$ cat src/hw/rtl/quantized_q4_q8_block_dot_macros.svh
// ----------------------------------------------------------------------------
// Q4/Q8 block dot product: assertion macros
// Shared concurrent assertion forms, clocked on clk and disabled in reset.
// ----------------------------------------------------------------------------
`ifndef QUANTIZED_Q4_Q8_BLOCK_DOT_MACROS_SVH
`define QUANTIZED_Q4_Q8_BLOCK_DOT_MACROS_SVH

// Same-cycle implication.
`define QDOT_ASSERT_IMP(lbl, ante, cons, msg) \
  lbl: assert property (@(posedge clk) disable iff (rst) (ante) |-> (cons)) \
    else $error(msg);

// Next-cycle implication.
`define QDOT_ASSERT_NXT(lbl, ante, cons, msg) \
  lbl: assert property (@(posedge clk) disable iff (rst) (ante) |=> (cons)) \
    else $error(msg);

`endif

$ cat src/hw/rtl/qdot_pkg.sv
// ----------------------------------------------------------------------------
// Q4/Q8 block dot product: package
// Types, constants and single-precision helper functions.
// ----------------------------------------------------------------------------
package qdot_pkg;

  localparam int LANES       = 4;
  localparam int BYTE_W      = 8;
  localparam int NIB_W       = 4;
  localparam int LANE_SUM_W  = 13;
  localparam int ITEM_SUM_W  = 15;
  localparam int EXP_W       = 12;

  localparam logic signed [4:0]       NIB_OFFSET  = 5'sd8;
  localparam logic [31:0]             DEFAULT_NAN = 32'h7FC0_0000;
  localparam logic signed [EXP_W-1:0] EXP_BIAS    = 12'sd127;
  // Exponent given to zero operands so that they always align below the other.
  localparam logic signed [EXP_W-1:0] ZERO_EXP    = -12'sd1024;

  // Unpacked float: value = sig / 2^47 * 2^exp, sig normalized with bit 47 set.
  typedef struct packed {
    logic                    sign;
    logic                    nan;
    logic                    inf;
    logic                    zero;
    logic signed [EXP_W-1:0] exp;
    logic [47:0]             sig;
  } fp_unp_t;

  typedef enum logic [3:0] {
    ST_IDLE,
    ST_MUL_UNPK,
    ST_MUL,
    ST_MUL_RND,
    ST_FMA_UNPK,
    ST_FMA_MUL,
    ST_FMA_NORM,
    ST_RED,
    ST_ADD_ALIGN,
    ST_ADD_SUM,
    ST_ADD_NORM,
    ST_ADD_RND,
    ST_OUT
  } fpu_state_t;

  typedef enum logic [1:0] {
    OP_FMA,
    OP_R01,
    OP_R23,
    OP_RFIN
  } fpu_op_t;

  typedef struct packed {
    logic start;
    logic vend;
  } fpu_ctl_t;

  typedef struct packed {
    logic idle;
    logic done;
  } fpu_sts_t;

  // Leading zero count of a 64-bit word; 64 when the word is zero.
  function automatic logic [6:0] lzc64(input logic [63:0] v);
    logic [6:0] n;
    logic       found;
    n = 7'd64;
    found = 1'b0;
    for (int i = 63; i >= 0; i--) begin
      if (!found && v[i]) begin
        n = 7'(63 - i);
        found = 1'b1;
      end
    end
    return n;
  endfunction

  // Splits an fp32 pattern into flags and a normalized significand.
  function automatic fp_unp_t fp_unpack(input logic [31:0] b);
    fp_unp_t    u;
    logic [7:0] e;
    logic [22:0] f;
    logic [6:0] lz;
    e = b[30:23];
    f = b[22:0];
    lz = lzc64({f, 41'd0});
    u.sign = b[31];
    u.nan  = (e == 8'hFF) && (f != '0);
    u.inf  = (e == 8'hFF) && (f == '0);
    u.zero = (e == 8'd0) && (f == '0);
    if (u.zero) begin
      u.sig = '0;
      u.exp = ZERO_EXP;
    end else if (e != 8'd0) begin
      u.sig = {1'b1, f, 24'd0};
      u.exp = $signed({4'd0, e}) - EXP_BIAS;
    end else begin
      u.sig = {f, 25'd0} << lz;
      u.exp = -EXP_BIAS - $signed({5'd0, lz});
    end
    return u;
  endfunction

  // Rounds a finite nonzero value to fp32, nearest even, with subnormals.
  function automatic logic [31:0] fp_round(input logic sign,
                                           input logic signed [EXP_W-1:0] exp,
                                           input logic [47:0] sig);
    logic signed [12:0] be;
    logic [12:0]        sh;
    logic [47:0]        sv;
    logic               st;
    logic               rnd;
    logic [30:0]        r;
    be  = {exp[EXP_W-1], exp} + 13'sd127;
    sh  = '0;
    sv  = '0;
    st  = 1'b0;
    rnd = 1'b0;
    if (be >= 13'sd255) begin
      r = {8'hFF, 23'd0};
    end else if (be >= 13'sd1) begin
      rnd = sig[23] & ((|sig[22:0]) | sig[24]);
      r = {be[7:0], sig[46:24]} + 31'(rnd);
    end else begin
      sh = 13'(13'sd1 - be);
      if (sh >= 13'd48) begin
        sv = '0;
        st = |sig;
      end else begin
        sv = sig >> sh[5:0];
        st = |(sig & ~({48{1'b1}} << sh[5:0]));
      end
      rnd = sv[23] & (st | (|sv[22:0]) | sv[24]);
      r = {8'd0, sv[46:24]} + 31'(rnd);
    end
    return {sign, r};
  endfunction

endpackage

$ cat src/hw/rtl/qdot_lane.sv
// ----------------------------------------------------------------------------
// Q4/Q8 block dot product: product lane
// One packed byte of 4-bit quants times its two signed 8-bit partners.
// ----------------------------------------------------------------------------
module qdot_lane import qdot_pkg::*; (
  input  logic [BYTE_W-1:0]            x_byte,
  input  logic [BYTE_W-1:0]            y_lo,
  input  logic [BYTE_W-1:0]            y_hi,
  output logic signed [LANE_SUM_W-1:0] lane_sum
);

  logic signed [NIB_W:0]          lo_q;
  logic signed [NIB_W:0]          hi_q;
  logic signed [LANE_SUM_W-1:0]   p_lo;
  logic signed [LANE_SUM_W-1:0]   p_hi;

  // Remove the nibble offset to get signed quants.
  assign lo_q = $signed({1'b0, x_byte[NIB_W-1:0]}) - NIB_OFFSET;
  assign hi_q = $signed({1'b0, x_byte[BYTE_W-1:NIB_W]}) - NIB_OFFSET;

  // Two exact products and their sum.
  assign p_lo = lo_q * $signed(y_lo);
  assign p_hi = hi_q * $signed(y_hi);
  assign lane_sum = p_lo + p_hi;

endmodule

$ cat config.mk
export PLATFORM = sky130hd
export DESIGN_NAME = qdot_lane
export DESIGN_NICKNAME = d
export VERILOG_FILES = /design/src/hw/rtl/quantized_q4_q8_block_dot_macros.svh /design/src/hw/rtl/qdot_pkg.sv /design/src/hw/rtl/qdot_lane.sv
export SDC_FILE = /design/constraint.sdc
export NUM_CORES = 1
export LEC_CHECK = 0
export BUFFER_PORTS_ARGS = -buffer_cell sky130_fd_sc_hd__buf_2
export CORE_MARGIN = 10
export CORE_UTILIZATION = 45
export DETAILED_ROUTE_END_ITERATION = 10
export PLACE_DENSITY = 0.67
export SLEW_MARGIN = 20
export SYNTH_ARGS = -nofsm -noshare
export SYNTH_HDL_FRONTEND = slang
export SYNTH_SLANG_ARGS = --single-unit
$ cat constraint.sdc
create_clock -name vclk -period 5.29
set_input_delay 0.529 -clock vclk [all_inputs]
set_output_delay 0.529 -clock vclk [all_outputs]
set_load 0.05 [all_outputs]
* After elaboration in Yosys (flattened, before gate mapping)
Cells that the tools add are included.
** Word-level totals
- Register bits :: 0
- Bits of input ports :: 24
- Word-level logic and storage cells :: 5
** Operators by class
- $add $sub $neg :: 3
- Multiply operators :: 2
** Operators by type and width (number)
- $mul 5x8->13 :: 2
- $add 13x13->13 :: 1
- $sub 4x4->5 const B :: 2

* Logic depth before layout (Yosys ltp)
Gate-level depths: netlist of run 1.
- Depth in word-level cells :: 3
- Mapped depth :: 17

* Worst setup path before layout of run 1
Ideal clock, no wire load.
- Path type :: input to output
- Start :: input x_byte[3]
- End :: output lane_sum[9]
- Data arrival time :: 5.513 ns
- Path slack :: -0.752 ns
- Stages on the path :: 15
- Path buffers :: 1
- Path through :: clkbuf_1 or2_1 fa_1 inv_1 fa_1 fa_1 fa_1 inv_1 fa_1 inv_1 ha_1 or4_4 a211oi_2 nor2_1 xnor2_1
** On the way
- Word-level cells in the longest chain between the ends :: 3
** RTL lines
- start, declared :: line qdot_lane.sv:6 : input logic [BYTE_W-1:0] x_byte,
- $sub 4x4->5 :: line qdot_lane.sv:18 : assign lo_q = $signed({1'b0, x_byte[NIB_W-1:0]}) - NIB_OFFSET;
- $mul 5x8->13 :: line qdot_lane.sv:22 : assign p_lo = lo_q * $signed(y_lo);
- $add 13x13->13 :: line qdot_lane.sv:24 : assign lane_sum = p_lo + p_hi;
- end, declared :: line qdot_lane.sv:9 : output logic signed [LANE_SUM_W-1:0] lane_sum
Every way passes these cells.

* Worst setup path in the final report of run 1
- Start :: input y_lo[3]
- End :: output lane_sum[11]
** On the way
- Word-level cells in the longest chain between the ends :: 2
** RTL lines
- start, declared :: line qdot_lane.sv:7 : input logic [BYTE_W-1:0] y_lo,
- $mul 5x8->13 :: line qdot_lane.sv:22
- $add 13x13->13 :: line qdot_lane.sv:24
Every way passes these cells.

==> results of run 1 <==
==> logic make-up (layout without fill, tap and decap cells) <==
group	Yosys count	after routing
adder cells (fa/ha/maj)	104	104
AO/OA/AOI/OAI	17	17
XOR/XNOR	20	20
buffers and inverters	96	181
AND/OR/NAND/NOR	92	92
==> critical path: cells and delay by family <==
| kind | cells | cell delay, ns |
|---|---|---|
| AND/OR/NAND/NOR | 2 | 0.79 |
| AO/OA/AOI/OAI | 3 | 0.57 |
| adder cells (fa/ha/maj) | 6 | 2.62 |
| buffers and inverters | 5 | 0.41 |
| XOR/XNOR | 1 | 0.14 |
==> cells in the final DEF (no fill, tap or decap), types with 5 or more instances in the layout <==
cell      count
buf_4        49
fa_1         66
buf_6        10
inv_1        91
ha_1         27
ha_4          6
nand2b_1      8
nand2_1      23
xnor2_1      11
buf_2        26
and2_1       25
fa_2          5
nor2b_1       6
nor2_1       11
==> cell type report <==
class                      count  area, um^2
fill                         551        2380
inverter                      94         353
multi-input combinational    233        2920
timing repair buffer          87         641
tap                           77        96.3
==> final timing paths <==
check                    from            to  slack, ns  cells after the start
worst max-delay path  y_lo[3]  lane_sum[11]      -0.31                     17
worst min-delay path  y_hi[0]   lane_sum[0]       1.78                      5
==> routing by layer <==
metal | global-route usage, % | vias to the layer above
met3 | 0.885 | 0
li1 | - | 1127
met4 | 0 | 0
met5 | 0 | -
met1 | 15.0 | 1127
met2 | 26.8 | 27
==> through the flow <==
step	setup slack, ns	setup TNS (ns)
2_1_floorplan	-0.0865	-0.0882
3_3_place_gp	-0.521	-2.03
3_5_place_dp	-0.575	-2.29
4_1_cts	-0.382	-0.800
5_1_grt	-0.488	-1.49
6_report	-0.309	-0.804
==> repair_timing <==
item / CTS / global route
setup endpoints to repair: 6 / 7
gates resized for setup: 41 / 22
setup buffers: 2 / 2
pin swaps: 24 / 18
==> results_dict.tcl, run 1 <==
set metrics [dict create \
    ys_top_cells_by_count "94 x inv_1, 71 x fa_1, 33 x ha_1" \
    grt_max_degree 18 \
    cpMostUsedCell "fa_1" \
    place_area_um2 3710 \
    drt-vias-per-instance 4.65 \
    drive_above_1_share_pct 32.1 \
    cp.arrival_ns 5.07 \
    seq_area_frac_synth_pct 0 \
    firstDrtPassIters 4 \
    yosys-top-cells-area "fa_1 48%, ha_1 14%, inv_1 12%" \
    wl_um 6220 \
    end_kind "primary output" \
    gp_congestion 0.885 \
    dr_wl_met2_um 3540 \
    hold_class "primary input to primary output" \
    antenna_found_initial 0 \
    drtIter0Drc 89 \
    status "complete, but fails checks" \
    die_area_um2 10300 \
    post-synth-top-area-fraction_pct 47.7 \
    crit_chain "buf_8 -> or2_4 -> fa_1 -> inv_1 -> fa_1 -> fa_2 -> fa_1 -> inv_1 -> fa_1 -> inv_2 -> ha_4 -> or4_4 -> a211oi_4 -> o31ai_2 -> a21oi_2 -> xnor2_4 -> buf_6" \
    hold_ws_ns 1.78 \
    n_clock_buffer 0 \
    max_freq_ghz 0.179 \
    crit_required_ns 4.76 \
    std_cell_rows 29 \
    die_y_um 101 \
    max_cap_violations 0 \
    setup_ws_ns -0.309 \
    overflow 0 \
    routed-wl-met3_um 221 \
    final_hold_viol_count 0 \
    vias 2281 \
    fin_crit_ns 5.60 \
    avgSynthCellArea_um2 9.05 \
    wire_per_inst_um 12.7 \
    synth_compound_area_share_pct 4.20 \
    synth_top_family_by_area "adder cells" \
    critPathMaxFanout 3 \
    remaining_drc_errors 0 \
    synth_mux_area_share_pct 0 \
    worst_pin_slew_ns 0.296 \
    synth_cells 329 \
    maxSlewHeadroom_pct 80.1 \
    io_pins 37 \
    area.growth.synth_to_final_pct 34.6 \
    top_layer "met3" \
    critPathMaxStageDelay_ns 0.55 \
    fin_area_um2 4010 \
    synth-xor-area-share_pct 5.88 \
    grt_pass1_wl_um 11200 \
    setup_viol_count_final 4 \
    grt_pass1_vias 2654 \
    post-dp-hpwl_um 5660 \
    start_util_pct 46.6 \
    synth.most_common_cell "inv_1" \
    numPortBuffers 37 \
    grtUsageTotal_pct 13.1 \
    finalCritPeriodShare_pct 106 \
    critPathLaunchType "primary input" \
    post-route-util_pct 62.8 \
    yosysUniqueCellTypes 28 \
    regArea_um2 0 \
    die_x_um 101 \
    antenna_cells 0 \
    final_max_slew_viol_count 0 \
    routedLengthMet1_um 2460 \
    ant_nets 0 \
    syn-num-nets 457 \
    instances_no_fill 491 \
    nets 544 \
    rsz0062_at_grt "true" \
    netlist_area_um2 2980 \
    seq_cell_count 0 \
    yosys_warnings 0 \
    cpMaxStageDelayCell "or4_4" \
    path_class "primary input to primary output" \
    core_area_um2 6390 \
    synthAdderAreaFrac_pct 61.6 \
    violations "setup timing" \
    synthSimpleGateAreaFrac_pct 16.2 \
    synth_top_area_cell "fa_1" \
    dp_cells 488 \
    hold_buffers 0 \
]
Power of run 1 is not shown: default switching activity piles up to over one toggle a cycle in this logic, so the estimate is an artifact.
==> run 2: changes to the inputs <==
Settings changed: RECOVER_POWER set to 50.
==> run 2 against run 1 <==
Effect of this change: the flow still finishes with violations (setup timing); flip-flop and latch count stayed put; clock-buffer cell count is the same; worst setup slack stayed put; cell count unchanged; sequential share of layout area unchanged; fmax is the same; die area is the same; largest cell class unchanged; highest routed layer unchanged.
==> results_dict.tcl, run 2 (synthesized netlist as in run 1, its figures left out) <==
set metrics [dict create \
    status "complete, but fails checks" \
    violations "setup timing" \
    die_y_um 101 \
    seq_cell_count 0 \
    nets 544 \
    final_max_slew_viol_count 0 \
    place_ws_ns -0.575 \
    post-dp-hpwl_um 5660 \
    rsz0062_at_grt "true" \
    io_pins 37 \
    worst_pin_slew_ns 0.599 \
    core_area_um2 6390 \
    critPathLaunchType "primary input" \
    finalCritPeriodShare_pct 106 \
    antenna_found_initial 0 \
    path_class "primary input to primary output" \
    fin_crit_ns 5.60 \
    drt-vias-per-instance 4.65 \
    drtIter0Drc 87 \
    grtUsageTotal_pct 13.1 \
    setup_viol_count_final 4 \
    gp_congestion 0.885 \
    hold_buffers 0 \
    grt_pass1_wl_um 11200 \
    crit_required_ns 4.76 \
    end_kind "primary output" \
    area.growth.synth_to_final_pct 34.5 \
    remaining_drc_errors 0 \
    antenna_cells 0 \
    multi_input_area_um2 2920 \
    layout_commonest_cell "inv_1" \
    firstDrtPassIters 4 \
    drive_above_1_share_pct 31.4 \
    grt_max_degree 18 \
    setup_ws_ns -0.309 \
    critPathMaxFanout 3 \
    n_clock_buffer 0 \
    std_cell_rows 29 \
    nFillCells 554 \
    final_cell_mix "91 x inv_1, 66 x fa_1, 49 x buf_4, 27 x ha_1, 25 x and2_1" \
    wl_um 6230 \
    die_area_um2 10300 \
    start_util_pct 46.6 \
    overflow 0 \
    max_cap_violations 0 \
    numPortBuffers 37 \
    max_freq_ghz 0.179 \
    regArea_um2 0 \
    wire_per_inst_um 12.7 \
    ant_nets 0 \
    maxSlewHeadroom_pct 60.3 \
    vias 2281 \
    final_hold_viol_count 0 \
    hold_class "primary input to primary output" \
    grt_pass1_vias 2654 \
    die_x_um 101 \
    cp.arrival_ns 5.07 \
]
-- run 2: cell count changes in the layout (fill, tap and decap cells not counted) --
cell | before | now
buf_2 | 26 | 23
clkbuf_1 | 0 | 3
-- run 2: final timing paths --
path  cells past startpoint  slack [ns]           end  startpoint
max                      17       -0.31  lane_sum[11]     y_lo[3]
min                       5        1.92   lane_sum[0]     y_hi[0]
-- run 2: routing by layer --
layer  vias up  track usage, %  share of wire, %
li1       1127               -                 -
met1      1127            15.0                40
met2        27            26.8                57
met3         0           0.885               3.6
met4         0               0                 0
met5         -               0                 0
-- run 2: metrics by stage --
step	cell area (um^2)	std cells	hold WS, ns	util (%)	TNS [ns]
after floorplan	3100	329	1.54	-	-0.0882
after global placement	3710	488	1.76	58.2	-2.03
after detailed placement	3710	488	1.76	58.2	-2.29
after CTS	3900	490	1.77	61.1	-0.800
after global routing	4010	491	1.97	62.7	-1.49
final	4010	491	1.92	62.7	-0.804
-- run 2: layout make-up --
cell class                      instances  area share (%)
Multi-Input combinational cell        233            72.9
Timing Repair Buffer                   87            15.9
Inverter                               94            8.81
Tap cell                               77            2.41
-- run 2: worst max-delay path, cell delays in order --
cell      delay, ns
buf_8          0.10
or2_4          0.24
fa_1           0.50
inv_1          0.05
fa_1           0.52
fa_2           0.46
fa_1           0.51
inv_1          0.05
fa_1           0.48
inv_2          0.04
ha_4           0.15
or4_4          0.55
a211oi_4       0.23
o31ai_2        0.10
a21oi_2        0.24
xnor2_4        0.14
buf_6          0.17
-- run 2: repair_timing --
item | in CTS | in global routing
resized for setup | 41 | 22
endpoints found under the setup margin | 6 | 7
gates cloned | 0 | 0
setup buffers | 2 | 2
pin swaps | 24 | 18
Power of run 2 is left out for the same reason.
==> run 3: changes to the inputs <==
Settings changed: PLACE_DENSITY 0.67 to not set.
Clock period 5.29 ns to 5.9 ns, I/O delays scaled along.
==> run 3 against run 2 <==
Effect of this change: the run now ends clean; worst setup slack improved by 0.42 ns; wire length fell by 2.0%; utilization fell by 6.3 points; flip-flop and latch count did not move; critical endpoint unchanged.
==> results_dict.tcl, run 3 (synthesized netlist as in run 1, its figures left out) <==
set metrics [dict create \
    drive_above_1_share_pct 22.9 \
    gp_congestion 0.868 \
    fin_area_um2 3600 \
    die_y_um 101 \
    maxSlewHeadroom_pct 58.9 \
    critPathLaunchType "primary input" \
    antenna_found_initial 0 \
    ant_nets 0 \
    grt_pass1_vias 2308 \
    remaining_drc_errors 0 \
    core_area_um2 6390 \
    final_max_slew_viol_count 0 \
    fin_crit_ns 5.79 \
    nFillCells 605 \
    overflow 0 \
    instances_no_fill 466 \
    seq_cell_count 0 \
    critPathMaxFanout 4 \
    n_clock_buffer 0 \
    final_cell_mix "92 x inv_1, 67 x fa_1, 30 x ha_1, 27 x buf_4" \
    status "finished clean" \
    nets 519 \
    wire_per_inst_um 13.1 \
    std_cell_rows 29 \
    drt-vias-per-instance 4.76 \
    crit_required_ns 5.31 \
    final_hold_viol_count 0 \
    worst_pin_slew_ns 0.620 \
    start_util_pct 46.6 \
    max_cap_violations 0 \
    finalCritPeriodShare_pct 98.1 \
    grtUsageTotal_pct 11.7 \
    firstDrtPassIters 4 \
    grt_pass1_wl_um 10200 \
    max_freq_ghz 0.173 \
    cp.arrival_ns 5.20 \
    grt_max_degree 13 \
    multi_input_area_um2 2730 \
    antenna_cells 0 \
    end_kind "primary output" \
    die_area_um2 10300 \
    io_pins 37 \
    vias 2218 \
    drtIter0Drc 56 \
    area.growth.synth_to_final_pct 20.9 \
    dp_cells 460 \
    place_area_um2 3410 \
    hold_class "primary input to primary output" \
    die_x_um 101 \
    layout_commonest_cell "inv_1" \
    numPortBuffers 37 \
    setup_viol_count_final 0 \
    hold_ws_ns 1.95 \
    post-dp-hpwl_um 5470 \
    path_class "primary input to primary output" \
    wl_um 6100 \
    post-route-util_pct 56.4 \
    regArea_um2 0 \
]
[run 3: layer usage]
| metal | vias up | track usage [%] | routed length (um) |
|---|---|---|---|
| met2 | 24 | 22.0 | 3420 |
| met4 | 0 | 0.322 | 20 |
| met5 | - | 0 | 0 |
| met3 | 2 | 1.16 | 230 |
| met1 | 1117 | 14.9 | 2430 |
| li1 | 1075 | - | - |
[run 3: metrics by stage]
step	setup WS (ns)	TNS [ns]
6_report	0.115	0
5_1_grt	-0.0231	-0.0231
4_1_cts	-0.00257	-0.00257
3_5_place_dp	-0.174	-0.174
3_3_place_gp	-0.146	-0.146
2_1_floorplan	0.00344	0
[run 3: worst max-delay path, cell delays in order]
cell	delay, ns
buf_2	0.12
buf_4	0.14
nor2b_4	0.12
fa_1	0.50
fa_1	0.60
fa_1	0.44
fa_1	0.51
inv_2	0.04
fa_1	0.53
inv_1	0.05
ha_2	0.17
or4_4	0.55
a211oi_4	0.26
o31ai_2	0.10
a21oi_2	0.19
xnor2_2	0.13
buf_6	0.18
[run 3: timing repair]
| action | in CTS | in global routing |
|---|---|---|
| cloned | 0 | 1 |
| hold buffers | 0 | 0 |
| buffers inserted | 0 | 6 |
| pin swaps | 3 | 33 |
| resized for setup | 5 | 38 |
| setup endpoints to repair | 2 | 5 |
[run 3: layout make-up]
class	count	area share [%]
Multi-Input combinational cell	233	75.9
Timing Repair Buffer	62	11.6
Inverter	94	9.80
Tap cell	77	2.68
[run 3: path summary, 6_finish.rpt]
| path | slack, ns | endpoint | cells after the start | startpoint |
|---|---|---|---|---|
| worst min-delay path | 1.95 | lane_sum[0] | 4 | y_lo[0] |
| worst max-delay path | 0.11 | lane_sum[11] | 17 | y_hi[3] |
Power of run 3 is left out for the same reason.
